File: config.mk
export PLATFORM = sky130hd
export DESIGN_NAME = clock_alarm_set_controller
export DESIGN_NICKNAME = d
export VERILOG_FILES = /design/src/design/clkas_pkg.sv /design/src/design/clkas_core.sv /design/src/design/clock_alarm_set_controller.sv
export VERILOG_INCLUDE_DIRS = /design/src /design/src/design
export SDC_FILE = /design/constraint.sdc
export NUM_CORES = 1
export LEC_CHECK = 0
export BUFFER_PORTS_ARGS = -buffer_cell sky130_fd_sc_hd__buf_2
export CELL_PAD_IN_SITES_DETAIL_PLACEMENT = 1
export CELL_PAD_IN_SITES_GLOBAL_PLACEMENT = 2
export CORE_ASPECT_RATIO = 0.75
export CORE_MARGIN = 2
export CORE_UTILIZATION = 35
export CTS_BUF_LIST = sky130_fd_sc_hd__clkbuf_8
export DETAILED_ROUTE_END_ITERATION = 8
export GPL_TIMING_DRIVEN = 0
export PLACE_DENSITY_LB_ADDON = 0.1
export SLEW_MARGIN = 10
export SYNTH_ARGS = -nofsm -noshare
export SYNTH_HDL_FRONTEND = slang
export SYNTH_HIERARCHICAL = 1
export SYNTH_SLANG_ARGS = --single-unit
File: constraint.sdc
create_clock -name clock -period 4.6 [get_ports clock]
set_input_delay 0.46 -clock clock [delete_from_list [all_inputs] [get_ports clock]]
set_output_delay 0.46 -clock clock [all_outputs]
set_load 0.03 [all_outputs]
File: src/design/clock_alarm_set_controller_defines.svh
// Assertion helpers for the controller's assertions.
`ifndef CLOCK_ALARM_SET_CONTROLLER_DEFINES_SVH
`define CLOCK_ALARM_SET_CONTROLLER_DEFINES_SVH

// Same-cycle implication, checked outside reset.
`define CLKAS_ASSERT_IMPL(label, ante, cons) \
   label: assert property (@(posedge clock) disable iff (reset) (ante) |-> (cons)) \
      else $error("clkas: implication check failed");

// Next-cycle implication, checked outside reset.
`define CLKAS_ASSERT_NEXT(label, ante, cons) \
   label: assert property (@(posedge clock) disable iff (reset) (ante) |=> (cons)) \
      else $error("clkas: next-cycle check failed");

`endif

File: src/design/clkas_pkg.sv
package clkas_pkg;

   typedef enum logic [1:0] {
      ModeNormal = 2'd0,
      ModeTime   = 2'd1,
      ModeAlarm  = 2'd2
   } mode_type;

   localparam logic [2:0] ActPoll  = 3'd0;
   localparam logic [2:0] ActUp    = 3'd1;
   localparam logic [2:0] ActDown  = 3'd2;
   localparam logic [2:0] ActNext  = 3'd3;
   localparam logic [2:0] ActTime  = 3'd4;
   localparam logic [2:0] ActAlarm = 3'd5;

   // field select codes in time setting
   localparam logic [2:0] FldHour    = 3'd1;
   localparam logic [2:0] FldMinute  = 3'd2;
   localparam logic [2:0] FldSecond  = 3'd3;
   localparam logic [2:0] FldWeekday = 3'd4;
   localparam logic [2:0] FldDay     = 3'd5;
   localparam logic [2:0] FldMonth   = 3'd6;
   localparam logic [2:0] FldYear    = 3'd7;
   localparam logic [2:0] FldNone    = 3'd0;

   // field select codes in alarm setting
   localparam logic [2:0] AlmEnable = 3'd1;
   localparam logic [2:0] AlmHour   = 3'd2;
   localparam logic [2:0] AlmMinute = 3'd3;
   localparam logic [2:0] AlmSecond = 3'd4;

   localparam logic [2:0] TimeLastField  = FldYear;
   localparam logic [2:0] AlarmLastField = AlmSecond;

   localparam logic [6:0] HourMax    = 7'd23;
   localparam logic [6:0] MinSecMax  = 7'd59;
   localparam logic [6:0] WeekdayMax = 7'd7;
   localparam logic [6:0] DayMax     = 7'd31;
   localparam logic [6:0] MonthMax   = 7'd12;
   localparam logic [6:0] YearMax    = 7'd99;
   localparam logic [6:0] ZeroMin    = 7'd0;
   localparam logic [6:0] OneMin     = 7'd1;

   typedef struct packed {
      logic [2:0] action;
      logic [4:0] rtc_hour;
      logic [5:0] rtc_minute;
      logic [5:0] rtc_second;
      logic [2:0] rtc_weekday;
      logic [4:0] rtc_day;
      logic [3:0] rtc_month;
      logic [6:0] rtc_year;
   } item_type;

   typedef struct packed {
      logic [4:0] hour;
      logic [5:0] minute;
      logic [5:0] second;
      logic [2:0] weekday;
      logic [4:0] day;
      logic [3:0] month;
      logic [6:0] year;
   } date_time_type;

   typedef struct packed {
      logic       buzzer;
      logic [1:0] mode_now;
      logic [2:0] blank_field;
      logic       write_rtc;
      logic       alarm_on;
      logic [4:0] hour_shown;
      logic [5:0] minute_shown;
      logic [5:0] second_shown;
      logic [2:0] weekday_shown;
      logic [4:0] day_shown;
      logic [3:0] month_shown;
      logic [6:0] year_shown;
   } result_type;

   // Step a field up or down with wraparound; up from above top yields bottom.
   function automatic logic [6:0] step_wrap(logic [6:0] value, logic up,
                                            logic [6:0] bottom, logic [6:0] top);
      logic [6:0] res;
      if (up) begin
         res = (value < top) ? value + 7'd1 : bottom;
      end else begin
         res = (value > bottom) ? value - 7'd1 : top;
      end
      return res;
   endfunction

endpackage

File: src/design/clkas_core.sv
module clkas_core #(
   parameter int unsigned BLINK_HALF = 25
) (
   input  logic                   clock,
   input  logic                   reset,
   input  logic                   step_en,
   input  clkas_pkg::item_type    item,
   output clkas_pkg::result_type  result
);

   localparam logic [5:0] BlinkHalf   = 6'(BLINK_HALF);
   localparam logic [5:0] BlinkPeriod = 6'(2 * BLINK_HALF);

   clkas_pkg::mode_type      mode_ff, mode_in;
   logic [2:0]               field_ff, field_in;
   logic [5:0]               blink_ff, blink_in;
   clkas_pkg::date_time_type edit_ff, edit_in;
   logic [4:0]               alarm_hour_ff, alarm_hour_in;
   logic [5:0]               alarm_minute_ff, alarm_minute_in;
   logic [5:0]               alarm_second_ff, alarm_second_in;
   logic                     alarm_enable_ff, alarm_enable_in;
   logic                     ringing_ff, ringing_in;

   logic [5:0]               blink_inc;
   logic                     step_up;
   logic                     alarm_match;
   logic                     write_pulse;

   always_ff @(posedge clock) begin
      if (reset) begin
         mode_ff         <= clkas_pkg::ModeNormal;
         field_ff        <= clkas_pkg::FldHour;
         blink_ff        <= '0;
         edit_ff         <= '{hour: 5'd0, minute: 6'd0, second: 6'd0, weekday: 3'd1,
                              day: 5'd1, month: 4'd1, year: 7'd0};
         alarm_hour_ff   <= '0;
         alarm_minute_ff <= '0;
         alarm_second_ff <= '0;
         alarm_enable_ff <= 1'b0;
         ringing_ff      <= 1'b0;
      end else if (step_en) begin
         mode_ff         <= mode_in;
         field_ff        <= field_in;
         blink_ff        <= blink_in;
         edit_ff         <= edit_in;
         alarm_hour_ff   <= alarm_hour_in;
         alarm_minute_ff <= alarm_minute_in;
         alarm_second_ff <= alarm_second_in;
         alarm_enable_ff <= alarm_enable_in;
         ringing_ff      <= ringing_in;
      end
   end

   // advance the blink counter, wrapping at the full period
   always_comb begin
      blink_inc = blink_ff + 6'd1;
      if (blink_inc >= BlinkPeriod) begin
         blink_inc = 6'd0;
      end
   end

   assign step_up     = (item.action == clkas_pkg::ActUp);
   assign alarm_match = alarm_enable_ff && (item.rtc_hour == alarm_hour_ff)
                        && (item.rtc_minute == alarm_minute_ff)
                        && (item.rtc_second == alarm_second_ff);

   always_comb begin
      mode_in         = mode_ff;
      field_in        = field_ff;
      blink_in        = blink_ff;
      edit_in         = edit_ff;
      alarm_hour_in   = alarm_hour_ff;
      alarm_minute_in = alarm_minute_ff;
      alarm_second_in = alarm_second_ff;
      alarm_enable_in = alarm_enable_ff;
      ringing_in      = ringing_ff;
      write_pulse     = 1'b0;

      unique case (mode_ff)
         clkas_pkg::ModeTime: begin
            blink_in = blink_inc;
            case (item.action) inside
               clkas_pkg::ActUp, clkas_pkg::ActDown: begin
                  blink_in = 6'd0;
                  case (field_ff)
                     clkas_pkg::FldHour: edit_in.hour = 5'(clkas_pkg::step_wrap(
                        7'(edit_ff.hour), step_up, clkas_pkg::ZeroMin, clkas_pkg::HourMax));
                     clkas_pkg::FldMinute: edit_in.minute = 6'(clkas_pkg::step_wrap(
                        7'(edit_ff.minute), step_up, clkas_pkg::ZeroMin, clkas_pkg::MinSecMax));
                     clkas_pkg::FldSecond: edit_in.second = 6'(clkas_pkg::step_wrap(
                        7'(edit_ff.second), step_up, clkas_pkg::ZeroMin, clkas_pkg::MinSecMax));
                     clkas_pkg::FldWeekday: edit_in.weekday = 3'(clkas_pkg::step_wrap(
                        7'(edit_ff.weekday), step_up, clkas_pkg::OneMin, clkas_pkg::WeekdayMax));
                     clkas_pkg::FldDay: edit_in.day = 5'(clkas_pkg::step_wrap(
                        7'(edit_ff.day), step_up, clkas_pkg::OneMin, clkas_pkg::DayMax));
                     clkas_pkg::FldMonth: edit_in.month = 4'(clkas_pkg::step_wrap(
                        7'(edit_ff.month), step_up, clkas_pkg::OneMin, clkas_pkg::MonthMax));
                     clkas_pkg::FldYear: edit_in.year = clkas_pkg::step_wrap(
                        edit_ff.year, step_up, clkas_pkg::ZeroMin, clkas_pkg::YearMax);
                     default: ;
                  endcase
               end
               clkas_pkg::ActNext: begin
                  blink_in = BlinkHalf;
                  field_in = (field_ff >= clkas_pkg::TimeLastField) ? clkas_pkg::FldHour
                                                                    : field_ff + 3'd1;
               end
               clkas_pkg::ActTime: begin
                  mode_in     = clkas_pkg::ModeNormal;
                  write_pulse = 1'b1;
               end
               default: ;
            endcase
         end
         clkas_pkg::ModeAlarm: begin
            blink_in = blink_inc;
            case (item.action) inside
               clkas_pkg::ActUp, clkas_pkg::ActDown: begin
                  blink_in = 6'd0;
                  case (field_ff)
                     clkas_pkg::AlmEnable: alarm_enable_in = ~alarm_enable_ff;
                     clkas_pkg::AlmHour: alarm_hour_in = 5'(clkas_pkg::step_wrap(
                        7'(alarm_hour_ff), step_up, clkas_pkg::ZeroMin, clkas_pkg::HourMax));
                     clkas_pkg::AlmMinute: alarm_minute_in = 6'(clkas_pkg::step_wrap(
                        7'(alarm_minute_ff), step_up, clkas_pkg::ZeroMin, clkas_pkg::MinSecMax));
                     clkas_pkg::AlmSecond: alarm_second_in = 6'(clkas_pkg::step_wrap(
                        7'(alarm_second_ff), step_up, clkas_pkg::ZeroMin, clkas_pkg::MinSecMax));
                     default: ;
                  endcase
               end
               clkas_pkg::ActNext: begin
                  blink_in = BlinkHalf;
                  field_in = (field_ff >= clkas_pkg::AlarmLastField) ? clkas_pkg::AlmEnable
                                                                     : field_ff + 3'd1;
               end
               clkas_pkg::ActAlarm: mode_in = clkas_pkg::ModeNormal;
               default: ;
            endcase
         end
         clkas_pkg::ModeNormal: begin
            // copy the clock and compare before the button is handled
            edit_in = '{hour: item.rtc_hour, minute: item.rtc_minute,
                        second: item.rtc_second, weekday: item.rtc_weekday,
                        day: item.rtc_day, month: item.rtc_month, year: item.rtc_year};
            if (alarm_match) begin
               ringing_in = 1'b1;
            end
            if (item.action == clkas_pkg::ActTime) begin
               mode_in  = clkas_pkg::ModeTime;
               field_in = clkas_pkg::FldHour;
               blink_in = 6'd0;
            end else if (item.action == clkas_pkg::ActAlarm) begin
               if (ringing_in) begin
                  ringing_in = 1'b0;
               end else begin
                  mode_in  = clkas_pkg::ModeAlarm;
                  field_in = clkas_pkg::AlmEnable;
                  blink_in = 6'd0;
               end
            end
         end
         default: mode_in = clkas_pkg::ModeNormal;
      endcase
   end

   always_comb begin
      result.buzzer      = ringing_in;
      result.mode_now    = mode_in;
      result.blank_field = ((mode_in != clkas_pkg::ModeNormal) && (blink_in >= BlinkHalf))
                           ? field_in : clkas_pkg::FldNone;
      result.write_rtc   = write_pulse;
      result.alarm_on    = alarm_enable_in;
      if (mode_in == clkas_pkg::ModeAlarm) begin
         result.hour_shown   = alarm_hour_in;
         result.minute_shown = alarm_minute_in;
         result.second_shown = alarm_second_in;
      end else begin
         result.hour_shown   = edit_in.hour;
         result.minute_shown = edit_in.minute;
         result.second_shown = edit_in.second;
      end
      result.weekday_shown = edit_in.weekday;
      result.day_shown     = edit_in.day;
      result.month_shown   = edit_in.month;
      result.year_shown    = edit_in.year;
   end

endmodule

File: src/design/clock_alarm_set_controller.sv
// Alarm clock set controller. Takes one word per cycle (a poll pass or a button event
// with the current clock fields) and returns one result word per input word: the word
// is held in the input register, then the mode, blink and field logic writes the result
// register and updates the controller state in the same edge. Throughput is one word
// per cycle while the result side does not stall; a stalled result holds and the input
// register fills before req_stall rises. BLINK_HALF sets the number of setting-mode
// words for each half of the blink period.
`include "clock_alarm_set_controller_defines.svh"

module clock_alarm_set_controller #(
   parameter int unsigned BLINK_HALF = 25
) (
   input  logic       clock,
   input  logic       reset,
   input  logic       req_valid,
   output logic       req_stall,
   input  logic [2:0] req_action,
   input  logic [4:0] req_rtc_hour,
   input  logic [5:0] req_rtc_minute,
   input  logic [5:0] req_rtc_second,
   input  logic [2:0] req_rtc_weekday,
   input  logic [4:0] req_rtc_day,
   input  logic [3:0] req_rtc_month,
   input  logic [6:0] req_rtc_year,
   output logic       rsp_valid,
   input  logic       rsp_stall,
   output logic       rsp_buzzer,
   output logic [1:0] rsp_mode_now,
   output logic [2:0] rsp_blank_field,
   output logic       rsp_write_rtc,
   output logic       rsp_alarm_on,
   output logic [4:0] rsp_hour_shown,
   output logic [5:0] rsp_minute_shown,
   output logic [5:0] rsp_second_shown,
   output logic [2:0] rsp_weekday_shown,
   output logic [4:0] rsp_day_shown,
   output logic [3:0] rsp_month_shown,
   output logic [6:0] rsp_year_shown
);

   logic                  s1_valid_ff, s1_valid_in;
   clkas_pkg::item_type   s1_item_ff;
   logic                  rsp_valid_ff, rsp_valid_in;
   clkas_pkg::result_type rsp_ff;
   clkas_pkg::result_type core_result;
   logic                  advance;
   logic                  s1_load;
   logic                  step_en;

   // the result register is free when empty or being taken this cycle
   assign advance   = !rsp_valid_ff || !rsp_stall;
   assign s1_load   = !s1_valid_ff || advance;
   assign step_en   = s1_valid_ff && advance;
   assign req_stall = !s1_load;

   assign s1_valid_in  = s1_load ? req_valid : s1_valid_ff;
   assign rsp_valid_in = advance ? s1_valid_ff : rsp_valid_ff;

   always_ff @(posedge clock) begin
      if (reset) begin
         s1_valid_ff  <= 1'b0;
         rsp_valid_ff <= 1'b0;
      end else begin
         s1_valid_ff  <= s1_valid_in;
         rsp_valid_ff <= rsp_valid_in;
      end
   end

   always_ff @(posedge clock) begin
      if (s1_load) begin
         s1_item_ff <= '{action: req_action, rtc_hour: req_rtc_hour,
                         rtc_minute: req_rtc_minute, rtc_second: req_rtc_second,
                         rtc_weekday: req_rtc_weekday, rtc_day: req_rtc_day,
                         rtc_month: req_rtc_month, rtc_year: req_rtc_year};
      end
      if (step_en) begin
         rsp_ff <= core_result;
      end
   end

   clkas_core #(
      .BLINK_HALF (BLINK_HALF)
   ) u_core (
      .clock   (clock),
      .reset   (reset),
      .step_en (step_en),
      .item    (s1_item_ff),
      .result  (core_result)
   );

   assign rsp_valid         = rsp_valid_ff;
   assign rsp_buzzer        = rsp_ff.buzzer;
   assign rsp_mode_now      = rsp_ff.mode_now;
   assign rsp_blank_field   = rsp_ff.blank_field;
   assign rsp_write_rtc     = rsp_ff.write_rtc;
   assign rsp_alarm_on      = rsp_ff.alarm_on;
   assign rsp_hour_shown    = rsp_ff.hour_shown;
   assign rsp_minute_shown  = rsp_ff.minute_shown;
   assign rsp_second_shown  = rsp_ff.second_shown;
   assign rsp_weekday_shown = rsp_ff.weekday_shown;
   assign rsp_day_shown     = rsp_ff.day_shown;
   assign rsp_month_shown   = rsp_ff.month_shown;
   assign rsp_year_shown    = rsp_ff.year_shown;

   `CLKAS_ASSERT_IMPL(a_write_leaves_setting, rsp_valid_ff && rsp_ff.write_rtc, rsp_ff.mode_now == clkas_pkg::ModeNormal)
   `CLKAS_ASSERT_IMPL(a_blank_only_setting, rsp_valid_ff && (rsp_ff.blank_field != clkas_pkg::FldNone), rsp_ff.mode_now != clkas_pkg::ModeNormal)
   `CLKAS_ASSERT_IMPL(a_alarm_field_range, rsp_valid_ff && (rsp_ff.mode_now == clkas_pkg::ModeAlarm), rsp_ff.blank_field <= clkas_pkg::AlarmLastField)
   `CLKAS_ASSERT_NEXT(a_held_word_kept, s1_valid_ff && !advance, s1_valid_ff && rsp_valid_ff)

endmodule

==> summary.md <==
| Metric | Value |
|---|---|
| Status | finished, final reports clean |
| Core Box Area | about 27000 sq um |
| GRT Residual Overflow | 0 |
| Distinct cells, synth | 87 |
| Hold buffers post-CTS | 0 |
| Max H-tree Level | 4 |
| Crit path launch | u_core/mode_ff[0] |
| Worst-margin pin slew | approximately 1000 ps |
| Vias in the first global route | ~8700 |
| Largest net degree at the start of global routing | between 40 and 50 |
| Placer Congestion | a little over 0.9 |
| Reg2reg path depth | 7 |
| WHS Endpoint | s1_item_ff[0] |
| Clk Latency, worst-skew pair | about 480 ps |
| Mean post-synth cell area | 8.94 sq um |
| Clock tree from TritonCTS | yes |
| Worst Path Max Fanout | 10 |
| Unrepaired setup endpoints after global routing | no |
| Flop2flop setup slack | between 1000 and 1500 ps |
| Worst Path Required | between 4000 and 5000 ps |
| Worst-path clk slew | about 100 ps |
| Vias | about 9000 |
| Total routed wirelength | between 30000 and 40000 um |
| Placed inst area | ~11000 sq um |
| Max Slew Vio Count | 0 |
| Reg2reg start | u_core/mode_ff[0] |
| Die span in y | ~150 um |
| Initial drt markers | 780 |
| Port buffer count | between 80 and 90 |
| Layout Nets | about 1300 |
| DR vias/cell | 5.84 |
| Asr flop ratio synth | 0% |
| Syn Nets | ~1200 |
| Resized cells post-CTS | 0 |
| First-pass GRT wire length | approximately 56000 um |
| GRT Overall Usage | 26.0% |
| Detail Placement HPWL | roughly 27000 um |
| Maximum vdd drop | ~0.17 mV |
| Largest area contributor in the netlist | edfxtp_1 |
| Crit. End Element | flip-flop |
| Share of the synthesized area in the top cell type | about a quarter |
| Fin crit period | 3550 ps |
| Drt first pass iters | 5 |
| Postcts setup bufs | 0 |
| Hold WC Path Type | in -> reg |
| CTS Sinks | 151 |
| Hold path start | req_rtc_year[0] |
| Peak Freq | between 200 and 300 MHz |
| Crit path DAT | 3740 ps |
| Initial core utilization | between 30% and 40% |
| Main synth FF type | edfxtp_1 |
| Rel. slew slack | 31.5% |
| Die area | slightly below 30000 sq um |
| Final instance area | 10900 sq um |
| Non-filler cells, final | around 1500 |
| Number of synthesized flops with an enable pin | just over 80 |
| Synth-to-Final Area Change | 14.0% |
| Fraction of layout cells with a size suffix above 1 | between 10% and 20% |
| P per Cell Area | 303 nW/um^2 |
| Max Cap Violations | 0 |
| Hold Violations, Final | 0 |
| Crit Reg-Reg Endpoint | rsp_second_shown[1] |
| Placed Cells | between 1500 and 2000 |
| # setup viols final | 0 |
| Largest cells by area after synthesis | edfxtp_1 26%, dfxtp_1 14%, ha_1 4.8% |
| Ant. Diodes | 0 |
| Synth warn | 6 |
| Worst setup SP type | flip-flop |
| Synth Register Bits | 151 |
| Initial antenna violation count | 0 |
| Setup CP Type | reg -> reg |
| Worst clock skew | around 14 ps |
| Sequential share of the synthesized area | 40.1% |
| Die Wd | 195 um |
| DR DRC count | 0 |
| Top Ports | between 80 and 90 |
| Routed Antenna Nets | 0 |
| Mapped Cells | approximately 1100 |
| Hold path depth | 1 |
| Pleak | between 0.004 and 0.005 uW |
| Num CTS Buffers | 17 |
| Max Buffers Root-to-Sink | 2 |
| # rows | 52 |
| Post-Syn Area | 9610 sq um |
| Detailed-route wire length per cell | 24.0 um |
| Tot Pwr | ~3300 uW |
| Root Buffer | clkbuf_8 |
| Final Cycle Share | around 77% |
cells in the final DEF, fill, tap and decap left out, types with 33 or more instances in the layout:
master and instances:
a21oi_1 59, buf_2 113, clkbuf_1 58, dfxtp_1 68, edfxtp_1 83, ha_1 37, inv_1 45, nand2_1 72
nand3_1 33, nor2_1 121, nor3_1 34, o21ai_0 44
cell type report:
| cell class | count | area (sq um) |
|---|---|---|
| clock buffers | 17 | 234 |
| clock inverters | 15 | 163 |
| inverters | 45 | 169 |
| repair buffers | 90 | 495 |
| multi-input cells | 764 | 5010 |
| well taps | 351 | 439 |
| plain buffers | 114 | 588 |
| flip-flops and latches | 151 | 3850 |
| fillers | 3202 | 16100 |
worst max-delay path by stage:
stage,to,slack [ps]
4_1_cts,rsp_second_shown[1],1160
6_report,rsp_second_shown[1],1050
5_1_grt,rsp_second_shown[1],990
3_5_place_dp,rsp_second_shown[1],1160
2_1_floorplan,u_core/blink_ff[3],800
3_3_place_gp,u_core/blink_ff[3],-1890
flip-flops by register name (all words and copies together), names as in the netlist, 3 cells and up:
register / flops
rsp_blank_field: 3
rsp_day_shown: 5
rsp_hour_shown: 5
rsp_minute_shown: 6
rsp_month_shown: 4
rsp_second_shown: 6
rsp_weekday_shown: 3
rsp_year_shown: 7
s1_item_ff: 39
u_core/alarm_hour_ff: 5
u_core/alarm_minute_ff: 6
u_core/alarm_second_ff: 6
u_core/blink_ff: 6
u_core/edit_ff: 36
u_core/field_ff: 3
critical path, stage by stage (launching register included):
cell and delay [ps]:
dfxtp_1 490, ha_1 360, clkbuf_1 580, nor2_1 310
clkbuf_1 440, a21o_1 330, a221oi_1 540, mux2i_1 220
synth_stat cells, drive strengths merged (8+ instances only):
cell type and instances:
a221oi 15, nand4 19, nand3 33, mux2i 22, o211ai 8, edfxtp 83
o21a 13, nor2 122, dfxtp 68, a22oi 17, a221o 9, o21ai 57
a311oi 12, clkbuf 58, nand2 72, buf 56, a211oi 33, a31oi 19
xnor2 25, and3 14, ha 37, a21oi 61, inv 44, nor3 35
power by group:
part,internal (uW),total (uW),leakage [uW],switching [uW]
clock network,529,1090,0.000200,566
logic,235,671,0.00256,436
registers,1500,1550,0.00138,51.0
stage by stage:
| stage | hold slack (ps) | setup TNS (ps) | utilization (%) | worst slack (ps) |
|---|---|---|---|---|
| after detailed placement | 498 | 0 | 39.1 | 1160 |
| after global routing | 111 | 0 | 40.6 | 993 |
| after global placement | 495 | -111870 | 38.8 | -1890 |
| after floorplan | 453 | 0 | - | 799 |
| final | 145 | 0 | 40.6 | 1050 |
| after CTS | 118 | 0 | 40.6 | 1160 |
layer usage:
metal | up-vias | routed length [um] | global-route usage [%]
li1 | 4201 | - | -
met1 | 4485 | 18500 | 39.5
met2 | 304 | 15700 | 37.6
met3 | 43 | 2200 | 4.13
met4 | 0 | 784 | 7.48
met5 | - | 0 | 0
logic make-up after synthesis:
kind of cell / synth area share (%)
AOI/OAI and AO/OA: 23.4
buffers and inverters: 7.88
muxes: 3.11
DFF: 40.1
adders and majority gates: 4.82
xor gates and xnor gates: 3.00
and+or+nand+nor: 17.6
Power figures use the tool's default switching activity.
